## config.mk

```make
export PLATFORM = sky130hd
export DESIGN_NAME = cmac_front
export DESIGN_NICKNAME = d
export VERILOG_FILES = /design/src/cmac_pkg.sv /design/src/cmac_front.sv
export SDC_FILE = /design/constraint.sdc
export NUM_CORES = 1
export LEC_CHECK = 0
export BUFFER_PORTS_ARGS = -buffer_cell sky130_fd_sc_hd__buf_2
export CORE_MARGIN = 5
export CORE_UTILIZATION = 41
export DETAILED_ROUTE_END_ITERATION = 8
export MAX_ROUTING_LAYER = met4
export PLACE_DENSITY = 0.68
export SETUP_SLACK_MARGIN = 0.02
export SLEW_MARGIN = 20
export SYNTH_ARGS = -nofsm -noshare
export SYNTH_HDL_FRONTEND = slang
export SYNTH_SLANG_ARGS = --single-unit
```

## constraint.sdc

```tcl
create_clock -name clk -period 12 [get_ports clk]
set_input_delay 0.6 -clock clk [delete_from_list [all_inputs] [get_ports clk]]
set_output_delay 0.6 -clock clk [all_outputs]
set_load 0.005 [all_outputs]
```

## src/cmac_pkg.sv

```systemverilog
// ----------------------------------------------------------------------------
// cmac_pkg
// shared types, constants and aes helper functions for the cmac tag engine
// ----------------------------------------------------------------------------
package cmac_pkg;

    localparam int BLOCK_W = 128;
    localparam int HALF_W  = 64;
    localparam int COUNT_W = 5;

    localparam logic [0:0] REG_KEY_HIGH = 1'b0;
    localparam logic [0:0] REG_KEY_LOW  = 1'b1;

    localparam logic [7:0]   RB_CONST  = 8'h87;
    localparam logic [7:0]   PAD_BYTE  = 8'h80;
    localparam logic [4:0]   FULL_BYTES = 5'd16;

    typedef struct packed {
        logic [BLOCK_W-1:0] blk;
        logic [COUNT_W-1:0] byte_count;
        logic               msg_end;
        logic               operation;
        logic [BLOCK_W-1:0] expected;
    } cmac_item_t;

    typedef logic [7:0] byte_t;

    function automatic byte_t sbox(input byte_t x);
        byte_t r;
        unique case (x)
            8'h00: r=8'h63; 8'h01: r=8'h7c; 8'h02: r=8'h77; 8'h03: r=8'h7b;
            8'h04: r=8'hf2; 8'h05: r=8'h6b; 8'h06: r=8'h6f; 8'h07: r=8'hc5;
            8'h08: r=8'h30; 8'h09: r=8'h01; 8'h0a: r=8'h67; 8'h0b: r=8'h2b;
            8'h0c: r=8'hfe; 8'h0d: r=8'hd7; 8'h0e: r=8'hab; 8'h0f: r=8'h76;
            8'h10: r=8'hca; 8'h11: r=8'h82; 8'h12: r=8'hc9; 8'h13: r=8'h7d;
            8'h14: r=8'hfa; 8'h15: r=8'h59; 8'h16: r=8'h47; 8'h17: r=8'hf0;
            8'h18: r=8'had; 8'h19: r=8'hd4; 8'h1a: r=8'ha2; 8'h1b: r=8'haf;
            8'h1c: r=8'h9c; 8'h1d: r=8'ha4; 8'h1e: r=8'h72; 8'h1f: r=8'hc0;
            8'h20: r=8'hb7; 8'h21: r=8'hfd; 8'h22: r=8'h93; 8'h23: r=8'h26;
            8'h24: r=8'h36; 8'h25: r=8'h3f; 8'h26: r=8'hf7; 8'h27: r=8'hcc;
            8'h28: r=8'h34; 8'h29: r=8'ha5; 8'h2a: r=8'he5; 8'h2b: r=8'hf1;
            8'h2c: r=8'h71; 8'h2d: r=8'hd8; 8'h2e: r=8'h31; 8'h2f: r=8'h15;
            8'h30: r=8'h04; 8'h31: r=8'hc7; 8'h32: r=8'h23; 8'h33: r=8'hc3;
            8'h34: r=8'h18; 8'h35: r=8'h96; 8'h36: r=8'h05; 8'h37: r=8'h9a;
            8'h38: r=8'h07; 8'h39: r=8'h12; 8'h3a: r=8'h80; 8'h3b: r=8'he2;
            8'h3c: r=8'heb; 8'h3d: r=8'h27; 8'h3e: r=8'hb2; 8'h3f: r=8'h75;
            8'h40: r=8'h09; 8'h41: r=8'h83; 8'h42: r=8'h2c; 8'h43: r=8'h1a;
            8'h44: r=8'h1b; 8'h45: r=8'h6e; 8'h46: r=8'h5a; 8'h47: r=8'ha0;
            8'h48: r=8'h52; 8'h49: r=8'h3b; 8'h4a: r=8'hd6; 8'h4b: r=8'hb3;
            8'h4c: r=8'h29; 8'h4d: r=8'he3; 8'h4e: r=8'h2f; 8'h4f: r=8'h84;
            8'h50: r=8'h53; 8'h51: r=8'hd1; 8'h52: r=8'h00; 8'h53: r=8'hed;
            8'h54: r=8'h20; 8'h55: r=8'hfc; 8'h56: r=8'hb1; 8'h57: r=8'h5b;
            8'h58: r=8'h6a; 8'h59: r=8'hcb; 8'h5a: r=8'hbe; 8'h5b: r=8'h39;
            8'h5c: r=8'h4a; 8'h5d: r=8'h4c; 8'h5e: r=8'h58; 8'h5f: r=8'hcf;
            8'h60: r=8'hd0; 8'h61: r=8'hef; 8'h62: r=8'haa; 8'h63: r=8'hfb;
            8'h64: r=8'h43; 8'h65: r=8'h4d; 8'h66: r=8'h33; 8'h67: r=8'h85;
            8'h68: r=8'h45; 8'h69: r=8'hf9; 8'h6a: r=8'h02; 8'h6b: r=8'h7f;
            8'h6c: r=8'h50; 8'h6d: r=8'h3c; 8'h6e: r=8'h9f; 8'h6f: r=8'ha8;
            8'h70: r=8'h51; 8'h71: r=8'ha3; 8'h72: r=8'h40; 8'h73: r=8'h8f;
            8'h74: r=8'h92; 8'h75: r=8'h9d; 8'h76: r=8'h38; 8'h77: r=8'hf5;
            8'h78: r=8'hbc; 8'h79: r=8'hb6; 8'h7a: r=8'hda; 8'h7b: r=8'h21;
            8'h7c: r=8'h10; 8'h7d: r=8'hff; 8'h7e: r=8'hf3; 8'h7f: r=8'hd2;
            8'h80: r=8'hcd; 8'h81: r=8'h0c; 8'h82: r=8'h13; 8'h83: r=8'hec;
            8'h84: r=8'h5f; 8'h85: r=8'h97; 8'h86: r=8'h44; 8'h87: r=8'h17;
            8'h88: r=8'hc4; 8'h89: r=8'ha7; 8'h8a: r=8'h7e; 8'h8b: r=8'h3d;
            8'h8c: r=8'h64; 8'h8d: r=8'h5d; 8'h8e: r=8'h19; 8'h8f: r=8'h73;
            8'h90: r=8'h60; 8'h91: r=8'h81; 8'h92: r=8'h4f; 8'h93: r=8'hdc;
            8'h94: r=8'h22; 8'h95: r=8'h2a; 8'h96: r=8'h90; 8'h97: r=8'h88;
            8'h98: r=8'h46; 8'h99: r=8'hee; 8'h9a: r=8'hb8; 8'h9b: r=8'h14;
            8'h9c: r=8'hde; 8'h9d: r=8'h5e; 8'h9e: r=8'h0b; 8'h9f: r=8'hdb;
            8'ha0: r=8'he0; 8'ha1: r=8'h32; 8'ha2: r=8'h3a; 8'ha3: r=8'h0a;
            8'ha4: r=8'h49; 8'ha5: r=8'h06; 8'ha6: r=8'h24; 8'ha7: r=8'h5c;
            8'ha8: r=8'hc2; 8'ha9: r=8'hd3; 8'haa: r=8'hac; 8'hab: r=8'h62;
            8'hac: r=8'h91; 8'had: r=8'h95; 8'hae: r=8'he4; 8'haf: r=8'h79;
            8'hb0: r=8'he7; 8'hb1: r=8'hc8; 8'hb2: r=8'h37; 8'hb3: r=8'h6d;
            8'hb4: r=8'h8d; 8'hb5: r=8'hd5; 8'hb6: r=8'h4e; 8'hb7: r=8'ha9;
            8'hb8: r=8'h6c; 8'hb9: r=8'h56; 8'hba: r=8'hf4; 8'hbb: r=8'hea;
            8'hbc: r=8'h65; 8'hbd: r=8'h7a; 8'hbe: r=8'hae; 8'hbf: r=8'h08;
            8'hc0: r=8'hba; 8'hc1: r=8'h78; 8'hc2: r=8'h25; 8'hc3: r=8'h2e;
            8'hc4: r=8'h1c; 8'hc5: r=8'ha6; 8'hc6: r=8'hb4; 8'hc7: r=8'hc6;
            8'hc8: r=8'he8; 8'hc9: r=8'hdd; 8'hca: r=8'h74; 8'hcb: r=8'h1f;
            8'hcc: r=8'h4b; 8'hcd: r=8'hbd; 8'hce: r=8'h8b; 8'hcf: r=8'h8a;
            8'hd0: r=8'h70; 8'hd1: r=8'h3e; 8'hd2: r=8'hb5; 8'hd3: r=8'h66;
            8'hd4: r=8'h48; 8'hd5: r=8'h03; 8'hd6: r=8'hf6; 8'hd7: r=8'h0e;
            8'hd8: r=8'h61; 8'hd9: r=8'h35; 8'hda: r=8'h57; 8'hdb: r=8'hb9;
            8'hdc: r=8'h86; 8'hdd: r=8'hc1; 8'hde: r=8'h1d; 8'hdf: r=8'h9e;
            8'he0: r=8'he1; 8'he1: r=8'hf8; 8'he2: r=8'h98; 8'he3: r=8'h11;
            8'he4: r=8'h69; 8'he5: r=8'hd9; 8'he6: r=8'h8e; 8'he7: r=8'h94;
            8'he8: r=8'h9b; 8'he9: r=8'h1e; 8'hea: r=8'h87; 8'heb: r=8'he9;
            8'hec: r=8'hce; 8'hed: r=8'h55; 8'hee: r=8'h28; 8'hef: r=8'hdf;
            8'hf0: r=8'h8c; 8'hf1: r=8'ha1; 8'hf2: r=8'h89; 8'hf3: r=8'h0d;
            8'hf4: r=8'hbf; 8'hf5: r=8'he6; 8'hf6: r=8'h42; 8'hf7: r=8'h68;
            8'hf8: r=8'h41; 8'hf9: r=8'h99; 8'hfa: r=8'h2d; 8'hfb: r=8'h0f;
            8'hfc: r=8'hb0; 8'hfd: r=8'h54; 8'hfe: r=8'hbb; 8'hff: r=8'h16;
            default: r=8'h00;
        endcase
        return r;
    endfunction

    function automatic byte_t xtime(input byte_t x);
        return {x[6:0], 1'b0} ^ (x[7] ? 8'h1b : 8'h00);
    endfunction

    // byte i of a block sits at bits [127-8i -: 8]
    function automatic byte_t get_byte(input logic [BLOCK_W-1:0] b, input int i);
        return b[BLOCK_W-1-8*i -: 8];
    endfunction

    // one aes round: subbytes, shiftrows, optional mixcolumns, add round key
    function automatic logic [BLOCK_W-1:0] aes_round(input logic [BLOCK_W-1:0] s,
                                                     input logic [BLOCK_W-1:0] rk,
                                                     input logic final_rnd);
        byte_t t [16];
        byte_t a0, a1, a2, a3, al;
        logic [BLOCK_W-1:0] o;
        for (int r = 0; r < 4; r++)
            for (int c = 0; c < 4; c++)
                t[r+4*c] = sbox(get_byte(s, r + 4*((c+r) & 3)));
        if (!final_rnd) begin
            for (int c = 0; c < 4; c++) begin
                a0 = t[4*c]; a1 = t[4*c+1]; a2 = t[4*c+2]; a3 = t[4*c+3];
                al = a0 ^ a1 ^ a2 ^ a3;
                t[4*c]   = a0 ^ al ^ xtime(a0 ^ a1);
                t[4*c+1] = a1 ^ al ^ xtime(a1 ^ a2);
                t[4*c+2] = a2 ^ al ^ xtime(a2 ^ a3);
                t[4*c+3] = a3 ^ al ^ xtime(a3 ^ a0);
            end
        end
        o = '0;
        for (int i = 0; i < 16; i++)
            o[BLOCK_W-1-8*i -: 8] = t[i];
        return o ^ rk;
    endfunction

    // next round key from the current one
    function automatic logic [BLOCK_W-1:0] key_step(input logic [BLOCK_W-1:0] k,
                                                    input byte_t rc);
        logic [31:0] w0, w1, w2, w3, tw;
        w0 = k[127:96]; w1 = k[95:64]; w2 = k[63:32]; w3 = k[31:0];
        tw = {sbox(w3[23:16]) ^ rc, sbox(w3[15:8]), sbox(w3[7:0]), sbox(w3[31:24])};
        w0 = w0 ^ tw;
        w1 = w1 ^ w0;
        w2 = w2 ^ w1;
        w3 = w3 ^ w2;
        return {w0, w1, w2, w3};
    endfunction

    function automatic logic [BLOCK_W-1:0] dbl(input logic [BLOCK_W-1:0] x);
        return {x[BLOCK_W-2:0], 1'b0} ^ (x[BLOCK_W-1] ? {120'd0, RB_CONST} : '0);
    endfunction

endpackage

```

## src/cmac_front.sv

```systemverilog
// ----------------------------------------------------------------------------
// cmac_front
// input side: takes items and keeps them in a short queue for the back end
// ----------------------------------------------------------------------------
module cmac_front
    import cmac_pkg::*;
(
    input  logic       clk,
    input  logic       rst_n,
    input  logic       push,
    output logic       full,
    input  cmac_item_t item_in,
    output logic       item_valid,
    output cmac_item_t item_out,
    input  logic       item_take
);

    cmac_item_t  mem [2];
    logic        wr_ptr_reg, rd_ptr_reg;
    logic [1:0]  count_reg;
    logic        wr, rd;

    assign full       = (count_reg == 2'd2);
    assign item_valid = (count_reg != 2'd0);
    assign wr         = push && !full;
    assign rd         = item_take && item_valid;
    assign item_out   = mem[rd_ptr_reg];

    always_ff @(posedge clk)
    begin
        if (wr)
        begin
            mem[wr_ptr_reg] <= item_in;
        end
    end

    always_ff @(posedge clk or negedge rst_n)
    begin
        if (!rst_n)
        begin
            wr_ptr_reg <= 1'b0;
            rd_ptr_reg <= 1'b0;
            count_reg  <= 2'd0;
        end
        else
        begin
            if (wr)
                wr_ptr_reg <= ~wr_ptr_reg;
            if (rd)
                rd_ptr_reg <= ~rd_ptr_reg;
            count_reg <= count_reg + {1'b0, wr} - {1'b0, rd};
        end
    end

endmodule

```

==> flow_results.org, run 1 <==
** Outcome
- Result of the run :: completed

** Detailed routing
- Dividing the detail-routed via count by the number of cells gives 4.763.
- Detailed-router iteration count before antenna repair :: 4
- Total vias in the final route :: 9,846
- The count of nets left with antenna violations once routing finished came out at 0.
- DRC marker count from the first detailed-route iteration :: 600
- Wires add up to 42,130 um.
- WL per Instance :: 20.38 um
- Number of remaining DRC errors :: 0

** Global route
- Wire length of the first global-routing pass :: 59,580 um
- The total overflow left after global routing is 0.
- Vias in the first global route :: 10,320
- Initial antenna violation count :: 14
- Across every metal layer, demand over resource in global routing totals 15.72%.
- Pin count of the biggest net entering global routing :: 81

** Finish
- Post-route core utilization :: 51.87%
- Fill cells in the final layout number 3,769.
- The post-route netlist has 60.76% of its cells at a drive strength greater than 1.
- Sequential Area :: 15,900 sq um
- The library cells used most frequently in the layout, excluding fill and tap cells, are buf_2 (531), edfxtp_1 (526), mux2_2 (263), clkbuf_16 (53), clkbuf_1 (17).
- Net total in the final layout :: 1,673
- The register with the most flip-flops in the layout has 526 of them.
- Excluding fillers, the count of instances in the completed layout stands at 2,067.
- Post-synthesis to final-layout area growth :: 24.88%
- Multi-input logic area :: 3067 sq um
- The library cell used most frequently in the layout, excluding fill and tap cells, is buf_2.

** Worst setup path
- For the worst setup path, the data required time is 11.40 ns.
- The worst setup path is of the flop to output pin kind.
- In this run the worst path has a maximum fanout of 76.
- R2r worst-path depth :: 4
- Arrival time reported for the critical path endpoint :: 3.03 ns
- In this design, the largest share of critical-path delay is due to buffers and inverters.
- The critical path contains buffers and inverters numbering 2 combined.
- Critical Path Start Type :: flop
- Cells along the critical path :: buf_4 > mux2_2 > buf_2
- For this design, the slowest cell found on the critical path is dfrtp_4.
- Longest individual stage delay on the worst path :: 0.89 ns
- The worst setup path is captured at an output pin.
- Depth of the critical timing path with buffers and inverters included :: 3
- The setup check on the worst reg-to-reg path leaves a slack of 8.53 ns.

** Worst hold path
- In this run the worst hold path is classified as input port to flop.
- Along the worst hold path, the cell count comes to 1.

** Synthesis
- Yosys warnings :: 0
- In this run the cell area of the synthesized design comes to 19,340 sq um.
- The synthesized netlist contains 15 unique library cells.
- After synthesis, the mean cell area works out to 23.13 sq um.
- Synthesis produced 836 cells.
- The biggest area contributor in the post-synthesis netlist is edfxtp_1.
- Area share of the largest cell type after synthesis :: 81.69%
- Biggest area contributors in the synthesized netlist :: edfxtp_1 (82%), mux2_2 (15%), clkbuf_8 (1.5%), dfrtp_1 (0.52%), buf_6 (0.47%)
- Synthesis produced a netlist with a net count of 1,105.
- Synthesized flop and latch total :: 530
- Sequential fraction of the synthesis area :: 82.21%

** Timing
- Slew at the pin closest to its max-slew limit :: 1.112 ns
- Portion of the clock cycle consumed by the worst path in the final layout :: 30.22%
- Endpoints failing setup :: 0
- F_max :: 275.7 MHz
- Adding up every negative setup slack in the final design gives 0 ns.
- Final Max Tran Viols :: 0
- Setup repair after global routing left no endpoint under its margin.
- The routed design could run at a clock period as short as 3.627 ns.
- Final setup skew :: 0.01562 ns
- The number of hold violations in the final report came to 0.
- Worst Setup Slack, final :: 8.373 ns
- Rel. slew slack :: 25.86%

** Placed design
- Once placement completed, the tool counted placed cells totaling 1,955.
- Routability Congestion :: 0.7708
- OpenSTA, run right after detailed placement, puts the worst setup slack at 8.359 ns.
- The count of buffers added on input and output ports is 531.
- Detailed placement ended at an HPWL of 29,410 um.

** Clock network
- Number of H-tree branching levels :: 2
- No sink is reached through more buffers than the 3 on the longest clock path.
- Clock-pin slew was measured on the worst setup and hold paths at 0.06 ns.
- The tree is rooted in a clkbuf_16.
- Total clock buffers created by CTS :: 53
- CTS tree :: yes
- Sinks on the clock net :: 530
- Clock insertion delay at the later pin of the skew report :: 0.57 ns
- Buffers added to address setup during post-CTS repair amount to 0.

** Die
- X dimension of the die :: 227.2 um
- The floorplan step defined a core boundary enclosing 46,560 sq um.
- The die covers 51,600 sq um.
- The initialized floorplan defines 79 standard-cell rows.
- IO Count :: 532
- The initial utilization of the core area, before any placement, comes to 41.53%.
- The die is 227.2 um tall.

** Pwr
- P_leak :: 0.008951 uW
- Maximum ir drop on the vdd rail :: 0.0001595 V
- In this run the power density over the cells is 237.9 nW/um^2.
- The design draws 5745 uW.

** Run
- Count of maximum capacitance violations :: 0
==> cell families (layout without fill, tap and decap cells) <==
family	Yosys count	in the layout	synth area share, %
and+or+nand+nor	6	6	0.1683
xor gates and xnor gates	4	4	0.1812
buffers and inverters	31	640	2.000
other	0	15	0
muxes	263	263	15.32
DFF	530	530	82.21
adders and majority gates	2	2	0.1294
==> worst paths after layout <==
kind | startpoint | endpoint
max | rd_ptr_reg | item_out[7]
max in group asynchronous | rst_n | rd_ptr_reg
max reg2reg | count_reg[1] | mem[1][132]
min reg2reg | count_reg[0] | count_reg[0]
min in group asynchronous | rst_n | count_reg[0]
min | item_in[254] | mem[1][254]
==> synthesized netlist by cell type <==
cell and n:
buf_6 8, clkbuf_8 21, dfrtp_1 4, xor2_1 1, inv_1 2, and3_1 1, nor2_1 1, and2_1 1
xnor2_1 3, nand2_1 1, edfxtp_1 526, or2_2 1, ha_1 2, mux2_2 263, nand2b_1 1
==> cell type report <==
class                      instances  area share, %
antenna                           15         0.1554
timing repair buffer             542          11.36
inverter                           2        0.03109
clock buffer                      72          5.871
sequential                       530          65.84
multi-input combinational        275          12.70
tap                              607          3.145
clock inverter                    24         0.8964
==> power by group <==
group / switching (uW) / internal, uW / total [uW]
clock: 641 / 909 / 1550
sequential: 114 / 2540 / 2650
combinational: 811 / 734 / 1550
total: 1570 / 4180 / 5740
==> routing by layer <==
| metal | GRT usage [%] | wire length [um] | share of wire [%] |
|---|---|---|---|
| met1 | 17.94 | 15690 | 37 |
| met2 | 25.79 | 21080 | 50 |
| met3 | 6.086 | 4375 | 10 |
| met4 | 4.996 | 994 | 2.4 |
| met5 | - | 0 | 0 |
==> timing repair <==
item	in CTS	in global routing
gates resized for setup	0	0
hold buffers	1	0
hold endpoints to repair	4	0
==> through the flow <==
stage	cell area (sq um)	hold slack [ns]
global placement	22470	0.4166
global route	24140	0.1712
floorplan	19340	0.3044
CTS	24110	0.1651
detailed placement	22470	0.4114
finish	24150	0.2136
(Power assumes the default switching activity.)
==> inputs of run 2 (changes only) <==
Clock period 12 ns to 3 ns, I/O delays scaled along.
==> run 2 against run 1 <==
  * Design area is 11% higher
  * Cell count is 13% higher
  * Via count rose by 12%
  * Clock-buffer cell count shrank 7
  * Critical endpoint is now item_out[262]
  * Power increased to 4.1 times the previous value
  * First-iteration DRC count increased by 1.0%
  * Routed wire length rose by 10%
  * Register-to-register slack worse by 7.4 ns
  * Highest routed layer unchanged
  * Die area unchanged
  * Worst hold slack gained 0.074 ns
  * Sequential power grew to 4.0 times the previous value
==> flow_results.org, run 2 (synthesis results as in run 1) <==
** Detailed routing
- The post-detailed-route via-to-cell ratio is 4.716 (was 4.763).
- DRC marker count from the first detailed-route iteration :: 606 (was 600)
- The wire length per cell is 19.93 um (was 20.38 um).
- Post-detailed-route count of antenna-violating nets :: 0 (unchanged)
- Routed wire length :: 46,510 um (was 42,130 um)
- The number of vias in the routed layout came to 11,010 (was 9,846).
- The DRC violation count after routing was 0 (unchanged).
- The detailed-router iteration count before antenna repair came to 5 (was 4).

** Worst setup path
- Critical Path Start Type :: flop (unchanged)
- The startpoint of the lowest-slack register-to-register path was count_reg[1] (unchanged).
- Longest individual stage delay on the worst path :: 0.74 ns (was 0.89 ns)
- Critical path peak fanout :: 34 (was 76)
- The sort of element at the end of the critical path is an output pin (unchanged).
- The number of cell instances on the worst register-to-register path was 4 (unchanged).
- The required arrival time at the worst endpoint is 2.85 ns (was 11.40 ns).
- The critical path class was flop to output pin (unchanged).
- The end of the worst register-to-register path was mem[0][164] (was mem[1][132]).
- The register-to-register setup slack was 1.10 ns (was 8.53 ns).
- Worst Path Buf+Inv :: 2 (unchanged)
- The data arrival time at the worst-slack endpoint was 2.36 ns (was 3.03 ns).
- Critical-path top delay cell :: dfrtp_4 (unchanged)
- Kind of cell adding the most delay to the critical path :: flip-flops (was buffers and inverters)
- Cells along the critical path :: buf_4 > mux2_2 > buf_2 (unchanged)

** Global route
- Vias in the first global route :: 12,160 (was 10,320)
- Met1 GRT Util :: 19.80% (was 17.94%)
- Pin count of the biggest net entering global routing :: 106 (was 81)
- The layer with the highest usage is met2 (unchanged).
- GRT Residual Overflow :: 0 (unchanged)
- The global-route usage over all layers is 17.63% (was 15.72%).
- GR Util met2 :: 30.37% (was 25.79%)
- The first-pass GRT wire length is 67,860 um (was 59,580 um).
- Met3 capacity usage during global routing :: 5.300% (was 6.086%)
- Initial antenna violation count :: 5 (was 14)

** Die
- The number of standard-cell rows in the floorplan was 79 (unchanged).
- Die footprint :: 51,600 sq um (unchanged)
- The initial core utilization is 41.53% (unchanged).
- X dimension of the die :: 227.2 um (unchanged)
- The total core area is 46,560 sq um (unchanged).
- The floorplan die height came to 227.2 um (unchanged).
- IO Count :: 532 (unchanged)

** Outcome
- Result of the run: completed (unchanged).

** Worst hold path
- Worst hold path type :: input port to flop (unchanged)
- Startpoint of the most critical hold path :: item_in[39] (was item_in[254])
- Hold path depth :: 2 (was 1)
- The sink of the worst hold path is mem[1][39] (was mem[1][254]).

** Clock network
- Maximum clock insertion buffer count :: 3 (unchanged)
- Root buf cell :: clkbuf_16 (unchanged)
- The total of cells resized after clock tree synthesis was 0 (unchanged).
- The setup fix buffers added after clock tree synthesis is 0 (unchanged).
- The clock net sink count came to 530 (unchanged).
- Number of H-tree branching levels :: 2 (unchanged)
- # hold bufs at CTS :: 267 (was 1)
- The clock insertion delay at the later pin of the skew report came to 0.58 ns (was 0.57 ns).
- Clock-pin slew on the worst setup and hold paths :: 0.07 ns (was 0.06 ns)
- CTS tree :: yes (unchanged)
- The total CTS buffers was 52 (was 53).

** Timing
- Slew at the pin closest to its max-slew limit :: 0.6861 ns (was 1.112 ns)
- The worst-case headroom to the max-slew limit was 54.26% (was 25.86%).
- The setup clock skew after layout came to 0.02542 ns (was 0.01562 ns).
- Final Max Tran Viols :: 0 (unchanged)
- Portion of the clock cycle consumed by the worst path in the final layout :: 83.54%
- Derived from the worst setup path, the maximum achievable clock frequency is 399.0 MHz.
- Unrepaired setup endpoints after global routing :: false (unchanged)
- The total setup violations reported at the end of the flow came to 0 (unchanged).
- The setup total negative slack came to 0 ns (unchanged).
- Counting I/O delays and the setup requirement, the final critical path takes 2.506 ns.
- Final Hold Violating Endpoints :: 0 (unchanged)
- Smallest hold slack :: 0.2881 ns (was 0.2136 ns)

** Run
- The number of maximum-capacitance violations is 0 (unchanged).

** Pwr
- The internal power summed over all cells is 16,890 uW (was 4179 uW).
- The sequential fraction of design power is 45.2% (was 46.1%).
- Reported net switching power :: 6491 uW (was 1566 uW)
- Switching power share of the total :: 27.76% (was 27.26%)
- The total leakage power is 0.01012 uW (was 0.008951 uW).
- The worst supply voltage drop on vdd is 0.0005983 V (was 0.0001595 V).
- Areal power density over the cells :: 869.6 nW/um^2 (was 237.9 nW/um^2)
- The clock network fraction of total power is 26.1% (was 27.0%).
- The combinational cell fraction of total power came to 28.7% (was 26.9%).

** Finish
- Proportion of layout cells with a drive suffix above 1 :: 51.42% (was 60.76%)
- Most common cell after layout, fill and taps aside :: buf_2 (unchanged)
- Post-synthesis to final-layout area growth :: 39.08% (was 24.88%)
- Flip-flop count of the largest register, all copies and words added :: 526 (unchanged)
- Highest-count cells in the layout ignoring fill and taps :: buf_2 (531), edfxtp_1 (526), dlygate4sd3_1 (267), mux2_2 (263), clkbuf_16 (53) (was buf_2 (531), edfxtp_1 (526), mux2_2 (263), clkbuf_16 (53), clkbuf_1 (17))
- Net total in the final layout :: 1,949 (was 1,673)
- The post-route core utilization was 57.77% (was 51.87%).

** Placed design
- Number of port buffers :: 531 (unchanged)
- Routability Congestion :: 0.8303 (was 0.7708)
- The HPWL after detailed placement came to 29,820 um (was 29,410 um).
-- run 2: final cells by class --
cell class,instances,area (sq um)
antenna,6,15.01
multi-input combinational,275,3069
tap,607,759.5
timing repair buffer,819,5563
clock buffer,65,1371
inverter,2,7.507
fill,3410,19660
sequential,530,15900
clock inverter,30,209.0
-- run 2: power by group through the flow --
stage	clock network, uW	logic (uW)	registers, uW
final	6110	6720	10600
after global routing	6590	7220	10700
after CTS	6230	6800	10600
after detailed placement	0	6470	10700
after global placement	0	6440	10600
after floorplan	0	3960	10700
-- run 2: how the worst max path moves through the flow --
stage | startpoint | end | slack [ns] | cells past startpoint
after floorplan | count_reg[1] | mem[0][0] | -1.91 | 3
after global placement | rd_ptr_reg | item_out[164] | 1.08 | 3
after detailed placement | rd_ptr_reg | item_out[212] | 1.05 | 3
after CTS | rd_ptr_reg | item_out[212] | 0.42 | 3
after global routing | rd_ptr_reg | item_out[206] | 0.36 | 3
final | rd_ptr_reg | item_out[262] | 0.49 | 3
-- run 2: stage by stage --
stage	area, sq um	setup slack (ns)	power [uW]	cells
finish	26890	0.4937	23390	2334
global placement	22630	1.076	17080	1966
CTS	26880	0.4153	23600	2328
detailed placement	22630	1.053	17190	1966
floorplan	19350	-1.911	14680	836
global route	26890	0.3635	24500	2334
-- run 2: metal layers --
metal	vias up	wire length, um
met3	98	3693
met2	417	24180
met4	0	1345
li1	5057	-
met5	-	0
met1	5436	17290
==> inputs of run 3 (changes only) <==
Settings changed: ABC_AREA set to 1.
Clock period 3 ns to 2.09 ns, I/O delays scaled along.
==> run 3 against run 2 <==
  * Largest power group unchanged
  * Global-route usage is 2.2 points higher
  * Utilization is 2.2 points higher
  * Sequential share of layout area down 2.1 points
  * Via count rose by 27%
  * Critical path depth increased by 2
  * Combinational power rose by 90%
  * Synthesized area is 0.30% lower
  * First-iteration DRC count up 51%
  * Routed wire length is 17% higher
  * Die area is 0.29% lower
  * Synthesized cell count is 68% higher
  * Largest cell class unchanged
  * Critical endpoint is now item_out[108]
==> flow_results.org, run 3 <==
** Synthesis
- The most area-hungry cell type in the Yosys netlist is edfxtp_1 (unchanged).
- Most common flop cell mapped by yosys :: edfxtp_1 (unchanged)
- Biggest area contributors in the synthesized netlist: edfxtp_1 (82%), nand2_1 (16%), buf_2 (1.5%), dfrtp_1 (0.52%), inv_1 (0.18%) (was edfxtp_1 (82%), mux2_2 (15%), clkbuf_8 (1.5%), dfrtp_1 (0.52%), buf_6 (0.47%)).
- The register bit total from synthesis is 530 (unchanged).
- The Yosys warning count came to 0 (unchanged).
- Nets in the synthesized netlist :: 1,675 (was 1,105)
- The area of the mapped netlist came to 19,280 sq um (was 19,340 sq um).
- Dominant cell by count in the synthesized netlist :: nand2_1 (was edfxtp_1)
- Cell types with the highest counts after synthesis: nand2_1 (802), edfxtp_1 (526), buf_2 (58) (was edfxtp_1 (526), mux2_2 (263), clkbuf_8 (21)).
- The number of distinct standard cells referenced by the synthesized netlist is 9 (was 15).
- The fraction of the yosys area taken by sequential cells is 82.46% (was 82.21%).
- Synth async-reset ratio :: 0.7547% (unchanged)
- Number of synthesized flops with an enable pin :: 526 (unchanged)
- The area share of the largest cell type after synthesis is 81.94% (was 81.69%).
- The average instance area after synthesis came to 13.71 sq um (was 23.13 sq um).
- The cell count after synthesis was 1,406 (was 836).

** Detailed routing
- Number of remaining DRC errors :: 0 (unchanged)
- The number of vias in the routed layout came to 13,940 (was 11,010).
- Routed wire length :: 54,380 um (was 46,510 um)
- The number of violations reported at the end of detailed-routing iteration 0 came to 916 (was 606).
- The post-detailed-route count of antenna-violating nets was 0 (unchanged).
- The wire length per cell was 18.61 um (was 19.93 um).
- Routed vias/inst :: 4.772 (was 4.716)
- Detailed-router iteration count before antenna repair :: 5 (unchanged)

** Die
- The width of the die was 226.8 um (was 227.2 um).
- The total core area came to 46,560 sq um (unchanged).
- The initial core utilization is 41.41% (was 41.53%).
- The number of standard-cell rows in the floorplan was 79 (unchanged).
- Die footprint :: 51,450 sq um (was 51,600 sq um)
- IO Count :: 532 (unchanged)
- Chip Height :: 226.8 um (was 227.2 um)

** Global route
- The initial antenna violation count was 3 (was 5).
- Wire length of the first global-routing pass :: 76,840 um (was 67,860 um)
- The remaining global-route overflow is 0 (unchanged).
- Vias in the first global route :: 14,300 (was 12,160)
- Total Routing Usage GR :: 19.87% (was 17.63%)
- The pin count of the biggest net entering global routing was 109 (was 106).

** Worst setup path
- Critical Path Start Type :: flop (unchanged)
- The register-to-register setup slack was 0.43 ns (was 1.10 ns).
- The sort of element at the end of the critical path was an output pin (unchanged).
- The peak fanout along the critical path came to 36 (was 34).
- Worst r2r dst :: mem[1][4] (was mem[0][164])
- R2r worst-path depth :: 5 (was 4)
- Start of the worst register-to-register path :: count_reg[1] (unchanged)
- The data arrival time at the worst-slack endpoint came to 1.93 ns (was 2.36 ns).
- The critical path class is flop to output pin (unchanged).
- The required arrival time at the worst endpoint is 1.99 ns (was 2.85 ns).

** Finish
- The number of non-filler instances in the completed layout was 2,922 (was 2,334).
- Highest-count cells in the layout ignoring fill and taps: nand2_1 (774), buf_2 (527), edfxtp_1 (526), dlygate4sd3_1 (267), clkbuf_16 (59) (was buf_2 (531), edfxtp_1 (526), dlygate4sd3_1 (267), mux2_2 (263), clkbuf_16 (53)).
- Flip-flop count of the largest register, all copies and words added :: 526 (unchanged)
- Proportion of layout cells with a drive suffix above 1 :: 30.41% (was 51.42%)
- Net total in the final layout :: 2,538 (was 1,949)
- Post-synthesis to final-layout area growth :: 44.71% (was 39.08%)
- The most common cell after layout, fill and taps aside was nand2_1 (was buf_2).
- Final standard cell area without fillers :: 27,900 sq um (was 26,890 sq um)

** Run
- The number of maximum-capacitance violations was 0 (unchanged).

** Timing
- Final Max Tran Viols :: 0 (unchanged)
- Sum Neg Setup Slack :: 0 ns (unchanged)
- Unrepaired setup endpoints after global routing :: true (was false)
- The clock period could shrink to 2.031 ns.
- F_max :: 492.3 MHz
- Slew at the pin closest to its max-slew limit :: 0.3351 ns (was 0.6861 ns)
- The worst path uses 97.19% of the clock period.
- The setup clock skew after layout is 0.01519 ns (was 0.02542 ns).
- Endpoints failing setup :: 0 (unchanged)
- The number of hold violations in the final report is 0 (unchanged).
- Rel. slew slack :: 77.66% (was 54.26%)

** Placed design
- The count of input and output buffers came to 531 (unchanged).
- DP Area :: 23,050 sq um (was 22,630 sq um)
- Placed cell count :: 2,535 (was 1,966)
- The HPWL after detailed placement was 32,450 um (was 29,820 um).
- The final RePlAce weighted congestion was 0.8392 (was 0.8303).

** Clock network
- The largest buffer count on any clock path is 3 (unchanged).
- Sinks on the clock net :: 530 (unchanged)
- The post-CTS clock slew at the launch and capture registers of the worst setup and hold paths was 0.06 ns (was 0.07 ns).
- The total CTS buffers was 52 (unchanged).
- Number of H-tree branching levels :: 2 (unchanged)
- Clock insertion delay at the later pin of the skew report :: 0.59 ns (was 0.58 ns)
- Root buf cell :: clkbuf_16 (unchanged)
- CTS tree :: yes (unchanged)

** Pwr
- The power density of the placed cells was 1321 nW/um^2 (was 869.6 nW/um^2).
- The total leakage power came to 0.01198 uW (was 0.01012 uW).
- The worst supply voltage drop on vdd is 0.001072 V (was 0.0005983 V).

** Worst hold path
- Hold worst-path end :: mem[0][248] (was mem[1][39])
- The path class of the lowest-slack min-delay path is input port to flop (unchanged).
- Startpoint of the most critical hold path :: item_in[248] (was item_in[39])
- Hold path depth :: 2 (unchanged)

** Outcome
- Result of the run :: completed (unchanged)
## run 3: worst max path at each step
stage / from / endpoint / slack [ns] / cells past startpoint
finish: rd_ptr_reg / item_out[108] / 0.06 / 5
global route: rd_ptr_reg / item_out[98] / -0.05 / 6
CTS: rd_ptr_reg / item_out[92] / -0.01 / 6
detailed placement: count_reg[1] / mem[1][10] / 0.42 / 5
global placement: count_reg[1] / mem[1][10] / 0.44 / 5
floorplan: count_reg[0] / mem[0][0] / -2.81 / 4
## run 3: layout make-up
cell class | instances | area (sq um)
Clock buffer | 64 | 1368
Fill cell | 3355 | 18660
Tap cell | 607 | 759.5
Sequential cell | 530 | 15900
Inverter | 10 | 53.80
Timing Repair Buffer | 865 | 6375
Antenna cell | 3 | 7.507
Clock inverter | 33 | 276.5
Multi-Input combinational cell | 808 | 3137
Timing Repair inverter | 2 | 20.02
## run 3: logic make-up after synthesis
group	count (synthesis)	share of synthesized area, %
adder cells (fa/ha/maj)	2	0.1298
buffers and inverters	68	1.701
flip-flops	530	82.46
AND/OR/NAND/NOR	806	15.71
## run 3: what timing repair did
item,CTS,global route
hold endpoints to repair,532,0
cloned,5,8
resized for setup,28,20
pin swaps,11,9
buffers inserted,5,3
hold buffers,267,0
setup endpoints to repair,163,242
## run 3: power by group
group	switching, uW	total (uW)	leakage (uW)	internal (uW)
Combinational	7680	12800	0.00623	5090
Clock	3820	9060	0.000808	5250
Sequential	572	15000	0.00494	14500
Total	12100	36900	0.0120	24800
## run 3: metrics by stage
stage | hold slack [ns] | setup slack (ns) | util, % | total power, uW
5_1_grt | 0.2216 | -0.05032 | 59.91 | 38820
3_3_place_gp | -0.08486 | 0.4421 | 49.52 | 25860
4_1_cts | 0.2009 | -0.01125 | 59.42 | 36260
3_5_place_dp | -0.08192 | 0.4230 | 49.52 | 26070
2_1_floorplan | -0.1911 | -2.814 | - | 20250
6_report | 0.2449 | 0.05876 | 59.92 | 36860
## run 3: worst max-delay path, stage by stage (launching register included)
cell and delay, ns:
dfrtp_4 0.57, inv_12 0.12, bufbuf_16 0.36, nand2_1 0.09, nand2_1 0.08, buf_2 0.11
## run 3: routing by layer
layer | track usage (%) | wire, um | up-vias
met5 | - | 0 | -
met4 | 7.627 | 1876 | 0
met3 | 4.674 | 4742 | 128
met2 | 34.25 | 27470 | 632
met1 | 22.59 | 20290 | 6687
li1 | - | - | 6497
